<file path="src/sv/lms_anc_pkg.sv">
`default_nettype none

package lms_anc_pkg;

    localparam int DATA_W     = 16;
    localparam int WT_W       = 32;
    localparam int TAP_CNT_W  = 9;
    localparam int STEP_W     = 16;
    localparam int CFG_IDX_W  = 1;
    localparam int CFG_DATA_W = 16;
    localparam int MPROD_W    = WT_W + DATA_W;
    localparam int MU_E_W     = STEP_W + 1 + DATA_W;
    localparam int UPROD_W    = MU_E_W + DATA_W;
    localparam int EST_SHIFT  = 28;
    localparam int UPD_SHIFT  = 26;
    localparam int DELTA_W    = UPROD_W - UPD_SHIFT;

    localparam logic [TAP_CNT_W-1:0] TAP_COUNT_RST = 9'd20;
    localparam logic [STEP_W-1:0]    STEP_SIZE_RST = 16'd16777;

    typedef enum logic [CFG_IDX_W-1:0] {
        REG_TAP_COUNT = 1'b0,
        REG_STEP_SIZE = 1'b1
    } t_cfg_reg;

    typedef struct packed {
        logic hist_load;
        logic clear;
        logic issue;
        logic upd;
        logic est_load;
        logic err_load;
        logic out_load;
    } t_dp_cmd;

    typedef struct packed {
        logic pipe_busy;
        logic out_free;
    } t_dp_status;

endpackage

`default_nettype wire

</file>
<file path="src/sv/lms_anc_ctrl.sv">
`default_nettype none

module lms_anc_ctrl #(
    parameter int MAX_TAPS = 256,
    localparam int AW = $clog2(MAX_TAPS),
    localparam int CW = $clog2(MAX_TAPS + 1)
) (
    input  wire logic                    i_clk,
    input  wire logic                    i_rst_n,
    input  wire logic                    i_in_valid,
    input  wire logic                    i_in_last,
    output logic                         o_in_ready,
    input  wire logic [CW-1:0]           i_taps,
    input  wire lms_anc_pkg::t_dp_status i_status,
    output lms_anc_pkg::t_dp_cmd         o_cmd,
    output logic      [AW-1:0]           o_waddr,
    output logic      [AW-1:0]           o_hist_raddr,
    output logic      [AW-1:0]           o_wt_raddr
);

    typedef enum logic [3:0] {
        ST_CLEAR,
        ST_IDLE,
        ST_MAC,
        ST_MAC_WAIT,
        ST_EST,
        ST_ERR,
        ST_OUT,
        ST_UPD,
        ST_UPD_WAIT
    } t_state;

    localparam logic [AW-1:0] LAST_ADDR = AW'(MAX_TAPS - 1);

    t_state        r_state, n_state;
    logic [AW-1:0] r_head, n_head;
    logic [AW-1:0] r_rd, n_rd;
    logic [CW-1:0] r_k, n_k;
    logic          r_last, n_last;

    logic [AW-1:0] head_nx;
    logic [AW-1:0] rd_dec;
    logic          k_last;
    t_state        done_state;

    assign head_nx    = (r_head == LAST_ADDR) ? '0 : r_head + 1'b1;
    assign rd_dec     = (r_rd == '0) ? LAST_ADDR : r_rd - 1'b1;
    assign k_last     = (CW'(r_k + 1'b1) == i_taps);
    assign done_state = r_last ? ST_CLEAR : ST_IDLE;

    assign o_hist_raddr = r_rd;
    assign o_wt_raddr   = r_k[AW-1:0];

    always_comb begin
        n_state    = r_state;
        n_head     = r_head;
        n_rd       = r_rd;
        n_k        = r_k;
        n_last     = r_last;
        o_cmd      = '0;
        o_waddr    = r_rd;
        o_in_ready = 1'b0;
        unique case (r_state)
            ST_CLEAR: begin
                o_cmd.clear = 1'b1;
                if (r_rd == LAST_ADDR) begin
                    n_rd    = '0;
                    n_head  = '0;
                    n_state = ST_IDLE;
                end else begin
                    n_rd = r_rd + 1'b1;
                end
            end
            ST_IDLE: begin
                o_in_ready = 1'b1;
                o_waddr    = head_nx;
                if (i_in_valid) begin
                    o_cmd.hist_load = 1'b1;
                    n_head  = head_nx;
                    n_rd    = head_nx;
                    n_k     = '0;
                    n_last  = i_in_last;
                    n_state = (i_taps == '0) ? ST_EST : ST_MAC;
                end
            end
            ST_MAC: begin
                o_cmd.issue = 1'b1;
                n_k  = r_k + 1'b1;
                n_rd = rd_dec;
                if (k_last) begin
                    n_state = ST_MAC_WAIT;
                end
            end
            ST_MAC_WAIT: begin
                if (!i_status.pipe_busy) begin
                    n_state = ST_EST;
                end
            end
            ST_EST: begin
                o_cmd.est_load = 1'b1;
                n_state = ST_ERR;
            end
            ST_ERR: begin
                o_cmd.err_load = 1'b1;
                n_state = ST_OUT;
            end
            ST_OUT: begin
                if (i_status.out_free) begin
                    o_cmd.out_load = 1'b1;
                    n_k = '0;
                    if (i_taps == '0) begin
                        n_rd    = '0;
                        n_state = done_state;
                    end else begin
                        n_rd    = r_head;
                        n_state = ST_UPD;
                    end
                end
            end
            ST_UPD: begin
                o_cmd.issue = 1'b1;
                o_cmd.upd   = 1'b1;
                n_k  = r_k + 1'b1;
                n_rd = rd_dec;
                if (k_last) begin
                    n_state = ST_UPD_WAIT;
                end
            end
            ST_UPD_WAIT: begin
                if (!i_status.pipe_busy) begin
                    n_rd    = '0;
                    n_state = done_state;
                end
            end
            default: begin
                n_rd    = '0;
                n_state = ST_CLEAR;
            end
        endcase
    end

    always_ff @(posedge i_clk) begin
        if (!i_rst_n) begin
            r_state <= ST_CLEAR;
            r_head  <= '0;
            r_rd    <= '0;
            r_k     <= '0;
            r_last  <= 1'b0;
        end else begin
            r_state <= n_state;
            r_head  <= n_head;
            r_rd    <= n_rd;
            r_k     <= n_k;
            r_last  <= n_last;
        end
    end

endmodule

`default_nettype wire

</file>
<file path="config.mk">
export PLATFORM = sky130hd
export DESIGN_NAME = lms_anc_ctrl
export DESIGN_NICKNAME = d
export VERILOG_FILES = /design/src/sv/lms_anc_pkg.sv /design/src/sv/lms_anc_ctrl.sv
export SDC_FILE = /design/constraint.sdc
export NUM_CORES = 1
export LEC_CHECK = 0
export ABC_AREA = 1
export BUFFER_PORTS_ARGS = -buffer_cell sky130_fd_sc_hd__buf_4
export CAP_MARGIN = 30
export CORE_UTILIZATION = 51
export CTS_BUF_LIST = sky130_fd_sc_hd__clkbuf_8
export CTS_CLUSTER_DIAMETER = 100
export DETAILED_ROUTE_END_ITERATION = 12
export PLACE_DENSITY = 0.72
export SYNTH_ARGS = -nofsm -noshare
export SYNTH_HDL_FRONTEND = slang
export SYNTH_SLANG_ARGS = --single-unit
</file>
<file path="constraint.sdc">
create_clock -name i_clk -period 3 [get_ports i_clk]
set_input_delay 0.3 -clock i_clk [delete_from_list [all_inputs] [get_ports i_clk]]
set_output_delay 0.3 -clock i_clk [all_outputs]
set_load 0.02 [all_outputs]
</file>
# Word level (Yosys, flattened, before mapping)
# Cells that the tools add are included.
# word_totals
register_bits	30
elab_cells	75
# op_classes
n_addsub	4
eq_ne	18
muxes	35
n_bitwise	1
reduce_logical	12
# ops
cell	n
two-way mux 8 bit	9
one-hot mux 8 bit (6 select lines)	1
one-hot mux 4 bit (9 select lines)	1
two-way mux 4 bit	7
one-hot mux 9 bit (3 select lines)	1
two-way mux 9 bit	2
adder 8 x 1 -> 8 bit, second input constant	2
equality test 4 x 3 -> 1 bit, second input constant	4
equality test 8 bit, second input constant	2
one-hot mux 8 bit (2 select lines)	1
!= test 2 bit, second input constant	7
two-way mux 1 bit	11
adder 9 x 1 -> 9 bit, second input constant	1
equality test 9 bit	1
logical NOT 9 bit	1
equality test 4 x 2 -> 1 bit, second input constant	2
logical NOT 8 bit	1
subtractor 8 x 1 -> 8 bit, second input constant	1
AND reduction 7 bit	1
two-way mux 3 bit	2
AND reduction 3 bit	2
equality test 4 x 1 -> 1 bit, second input constant	1
equality test 4 bit, second input constant	1
logical NOT 4 bit	1
other kinds (7)	7

# Depth between registers and ports, before layout
# depth
word_depth	4
mapped_depth	15

# Least setup slack after synthesis
# Ideal clock, no wire load.
# synth_path
kind	reg-to-reg
start	register r_rd[1], in the netlist o_hist_raddr[1]
end	register r_head[6]
setup_time_ps	80
arrival_ps	1707
slack_ps	1213
stages_incl_launch_ff	11
n_path_buf	1
period_less_slack_ps	1787
cell_sequence	dfxtp_1 > ha_1 > nand3_2 > inv_1 > nand3_1 > nor2_1 > nand2_1 > o21ai_4 > buf_6 > nor2_1 > a211oi_2
# synth_between
elab_chain_cells	3
# synth_lines
item	line	source
start, declared	lms_anc_ctrl.sv:37	logic [AW-1:0] r_rd, n_rd;
start signal, assigned	lms_anc_ctrl.sv:152	r_rd <= n_rd;
equality test 8 bit	lms_anc_ctrl.sv:66	if (r_rd == LAST_ADDR) begin
!= test 2 bit (no line)	-	
AND reduction 3 bit (no line)	-	
end signal, assigned	lms_anc_ctrl.sv:151	r_head <= n_head;
end, declared	lms_anc_ctrl.sv:36	logic [AW-1:0] r_head, n_head;
# No other way between the ends.
# A chain may end at the register's enable or synchronous reset.

# Worst setup path in the final report
# layout_path
start	register r_state[2]
end	output port o_waddr[3]
# layout_between
elab_chain_cells	2
# layout_lines
item	line	source
start, declared	lms_anc_ctrl.sv:35	t_state r_state, n_state;
start signal, assigned	lms_anc_ctrl.sv:150	r_state <= n_state;
equality test 4 x 1 -> 1 bit	lms_anc_ctrl.sv:63	unique case (r_state)
two-way mux 8 bit	lms_anc_ctrl.sv:63	
end, declared	lms_anc_ctrl.sv:16	output logic [AW-1:0] o_waddr,
# No other way between the ends.

==> flow_results.xml <==
<?xml version="1.0" encoding="UTF-8"?>
<metrics>
  <group name="timing">
    <metric name="tightestPinTransition" unit="ns">0.614</metric>
    <metric name="fin_setup_tns" unit="ns">0</metric>
    <metric name="period_needed" unit="ns">2.51</metric>
    <metric name="fin_crit_sh" unit="%">83.8</metric>
    <metric name="achievable-frequency" unit="MHz">398</metric>
    <metric name="hold_violations" unit="">0</metric>
    <metric name="setup_viol" unit="">0</metric>
    <metric name="timing.slew.headroom" unit="%">58.9</metric>
    <metric name="hold-worst-slack" unit="ns">0.301</metric>
    <metric name="final-max-slew-violation-count" unit="">0</metric>
    <metric name="rsz0062_at_grt" unit="">no</metric>
    <metric name="final_clock_skew" unit="ns">0.00513</metric>
  </group>
  <group name="worst_setup_path">
    <metric name="critPathArrivalTime" unit="ns">2.21</metric>
    <metric name="required" unit="ns">2.70</metric>
    <metric name="critical_path.startpoint_type" unit="">flip-flop</metric>
    <metric name="worst-setup-path-type" unit="">reg -&gt; out</metric>
    <metric name="worst-path-max-fanout" unit="">15</metric>
    <metric name="endpoint_kind" unit="">output pin</metric>
    <metric name="setup.worst_path.start" unit="">r_state[2]</metric>
    <metric name="regToRegStartpoint" unit="">r_state[2]</metric>
  </group>
  <group name="power">
    <metric name="net-switching-power" unit="mW">1.17</metric>
    <metric name="seqPwrFrac" unit="%">27.3</metric>
    <metric name="p_comb_share" unit="%">58.3</metric>
    <metric name="power_report.internal_total" unit="mW">1.16</metric>
    <metric name="power_switching_share" unit="%">50.3</metric>
    <metric name="power_leakage" unit="nW">1.23</metric>
    <metric name="power.clock.fraction" unit="%">14.4</metric>
    <metric name="p_per_area" unit="nW/um^2">841</metric>
    <metric name="worst_ir_drop_vdd" unit="uV">477</metric>
  </group>
  <group name="yosys">
    <metric name="syn_area_per_cell" unit="sq um">6.05</metric>
    <metric name="synth_seq_cells" unit="">30</metric>
    <metric name="postSynthNetCount" unit="">412</metric>
    <metric name="synth_top_flop_cell" unit="">sky130_fd_sc_hd__dfxtp_1</metric>
    <metric name="synth-edff-count" unit="">0</metric>
    <metric name="yosysSeqAreaShare" unit="%">25.2</metric>
    <metric name="asyncSetResetFlopFracSynth" unit="%">0</metric>
    <metric name="ys_types" unit="">35</metric>
    <metric name="synth.cell_area" unit="sq um">2380</metric>
    <metric name="postSynthCellCount" unit="">393</metric>
    <metric name="yosys_warnings" unit="">0</metric>
  </group>
  <group name="global_route">
    <metric name="grt_pass1_vias" unit="">2253</metric>
    <metric name="global_route.overflow_total" unit="">0</metric>
    <metric name="number_of_antenna_violations_at_the_first_check_in_global_routing" unit="">0</metric>
    <metric name="grt_start_max_net_pins" unit="">19</metric>
    <metric name="global_route.usage.total" unit="%">26.6</metric>
    <metric name="wire_length_of_the_first_global_routing_pass" unit="um">10500</metric>
  </group>
  <group name="min_path">
    <metric name="hold_path_class" unit="">in -&gt; reg</metric>
    <metric name="startpoint_of_the_worst_hold_path" unit="">i_in_last</metric>
  </group>
  <group name="layout">
    <metric name="num_antenna_cells" unit="">0</metric>
    <metric name="area.growth.synth_to_final" unit="%">16.5</metric>
    <metric name="finish.net_count" unit="">449</metric>
    <metric name="drive_above_1_share" unit="%">19.5</metric>
  </group>
  <group name="route">
    <metric name="count_of_tritonroute_iterations_in_the_first_routing_pass" unit="">4</metric>
    <metric name="overall_via_count_from_detail_route" unit="">2624</metric>
    <metric name="routed_via_density" unit="">5.43</metric>
    <metric name="routed_wire_length_per_instance" unit="um">12.9</metric>
    <metric name="dr.first_iter.drc_count" unit="">163</metric>
    <metric name="antenna_left" unit="">0</metric>
    <metric name="drc" unit="">0</metric>
    <metric name="wl" unit="um">6230</metric>
  </group>
  <group name="job">
    <metric name="maxCapViolCount" unit="">0</metric>
  </group>
  <group name="floorplan">
    <metric name="io_pins" unit="">47</metric>
    <metric name="chipWidth" unit="um">70.3</metric>
    <metric name="std_cell_rows" unit="">24</metric>
    <metric name="floorplan.die_area" unit="sq um">4940</metric>
    <metric name="start_util" unit="%">53.9</metric>
    <metric name="core_region_area" unit="sq um">4410</metric>
    <metric name="die_h" unit="um">70.3</metric>
  </group>
  <group name="clock_tree">
    <metric name="post-cts-setup-buffers" unit="">0</metric>
    <metric name="clk_root_buffer_cell" unit="">sky130_fd_sc_hd__clkbuf_8</metric>
    <metric name="cts_max_level" unit="">2</metric>
    <metric name="cts_buffers" unit="">5</metric>
    <metric name="cts.clk_slew.worst_paths" unit="ns">0.07</metric>
    <metric name="cts-resized-gates" unit="">0</metric>
    <metric name="clock-sinks" unit="">30</metric>
    <metric name="clk-insertion-delay-late" unit="ns">0.28</metric>
    <metric name="cts-root-to-sink-buffers" unit="">2</metric>
    <metric name="post_cts_hold_buffer_count" unit="">0</metric>
    <metric name="tritoncts" unit="">done</metric>
  </group>
  <group name="place">
    <metric name="globalplace.congestion" unit="">0.917</metric>
    <metric name="place.detailed.hpwl" unit="um">4820</metric>
    <metric name="io_buf_count" unit="">46</metric>
  </group>
  <group name="status">
    <metric name="outcome" unit="">finished, final reports clean</metric>
  </group>
</metrics>
## layout by cell type, fill, tap and decap left out, drive strengths merged
| cell type | synthesis | routed |
|---|---|---|
| clkinv | 1 | 2 |
| a31oi | 2 | 2 |
| nor2 | 43 | 43 |
| o211ai | 2 | 2 |
| o21bai | 1 | 1 |
| nand4 | 7 | 7 |
| xnor2 | 2 | 2 |
| buf | 12 | 46 |
| a211oi | 1 | 1 |
| dfxtp | 30 | 30 |
| a21oi | 29 | 29 |
| xor2 | 4 | 4 |
| nand2 | 112 | 112 |
| nand3b | 1 | 1 |
| o2111ai | 3 | 3 |
| inv | 50 | 51 |
| clkbuf | 4 | 6 |
| o31ai | 2 | 2 |
| ha | 4 | 4 |
| nor3 | 7 | 7 |
| nor4 | 1 | 1 |
| nand3 | 41 | 41 |
| o21ai | 32 | 32 |
| or2 | 2 | 2 |
## state kept, by name, summed over array words and instances (netlist names)
| name | count |
|---|---|
| r_state | 4 |
| r_k | 9 |
| o_hist_raddr | 8 |
| r_head | 8 |
| r_last | 1 |
## through the flow
step                      power, mW  cells  utilization, %  setup slack (ns)  cell area, sq um
after floorplan                1.60    393               -              1.21              2380
after global placement         1.98    475            60.7             0.888              2680
after detailed placement       1.98    475            60.7             0.812              2680
after CTS                      2.33    483            62.8             0.483              2770
after global routing           2.52    483            62.8             0.256              2770
final                          2.33    483            62.8             0.486              2770
## logic make-up after synthesis
family | synth area share, %
buffers and inverters | 12.7
DFF | 25.3
adders and majority gates | 2.10
AOI/OAI and AO/OA | 17.2
xor gates and xnor gates | 2.21
and+or+nand+nor | 40.6
## final cells by class
type	count	area (sq um)
Clock buffer	6	82.6
Clock inverter	2	8.76
Fill cell	418	1640
Inverter	51	191
Multi-Input combinational cell	296	1480
Sequential cell	30	601
Tap cell	52	65.1
Timing Repair Buffer	46	345
## worst paths after layout
| path | to | slack (ns) | cells after the start |
|---|---|---|---|
| worst min register to register | r_last | 0.47 | 2 |
| worst min-delay path | r_last | 0.30 | 3 |
| worst max-delay path | o_waddr[3] | 0.49 | 8 |
| worst max register to register | r_k[5] | 0.89 | 8 |
## critical path: stages, from the launching register on
cell and delay (ns):
sky130_fd_sc_hd__dfxtp_1 0.34, sky130_fd_sc_hd__inv_1 0.11, sky130_fd_sc_hd__nand2_2 0.12, sky130_fd_sc_hd__nor3_4 0.50, sky130_fd_sc_hd__inv_2 0.17, sky130_fd_sc_hd__nor2_2 0.23
sky130_fd_sc_hd__nand3_1 0.15, sky130_fd_sc_hd__o21ai_0 0.13, sky130_fd_sc_hd__buf_4 0.18
## metal layers
layer	GRT usage, %	vias up	share of wire [%]
li1	-	1354	-
met1	36.7	1171	47
met2	41.8	86	45
met3	4.76	13	6.4
met4	8.67	0	1.8
met5	0	-	0
## power groups by stage
stage	combinational, mW	clock, mW	sequential, mW
final	1.36	0.335	0.635
after global routing	1.50	0.366	0.650
after CTS	1.35	0.342	0.632
after detailed placement	1.34	0	0.641
after global placement	1.34	0	0.637
after floorplan	0.966	0	0.638
## cell usage after synthesis (2+ instances only)
cell	n	area share, %
sky130_fd_sc_hd__o31ai_1	2	0.63
sky130_fd_sc_hd__nand2_1	108	17
sky130_fd_sc_hd__dfxtp_1	30	25
sky130_fd_sc_hd__clkbuf_1	4	0.63
sky130_fd_sc_hd__ha_1	4	2.1
sky130_fd_sc_hd__or2_2	2	0.53
sky130_fd_sc_hd__o211ai_1	2	0.63
sky130_fd_sc_hd__xor2_1	4	1.5
sky130_fd_sc_hd__nor2_1	35	5.5
sky130_fd_sc_hd__nand2_2	4	1.1
sky130_fd_sc_hd__nor2_4	2	0.95
sky130_fd_sc_hd__o21ai_1	5	1.1
sky130_fd_sc_hd__inv_2	9	1.4
sky130_fd_sc_hd__buf_4	9	2.8
sky130_fd_sc_hd__xnor2_1	2	0.74
sky130_fd_sc_hd__o2111ai_1	3	1.1
sky130_fd_sc_hd__a31oi_1	2	0.53
sky130_fd_sc_hd__o21ai_0	26	5.5
sky130_fd_sc_hd__inv_1	41	6.5
sky130_fd_sc_hd__nand4_1	7	1.8
sky130_fd_sc_hd__buf_6	2	0.95
sky130_fd_sc_hd__nand3_1	40	8.4
sky130_fd_sc_hd__nor2_2	6	1.6
sky130_fd_sc_hd__nor3_2	2	0.84
sky130_fd_sc_hd__a21oi_1	29	6.1
sky130_fd_sc_hd__nor3_1	4	0.84
No activity file was read; power rests on OpenSTA's default activity.
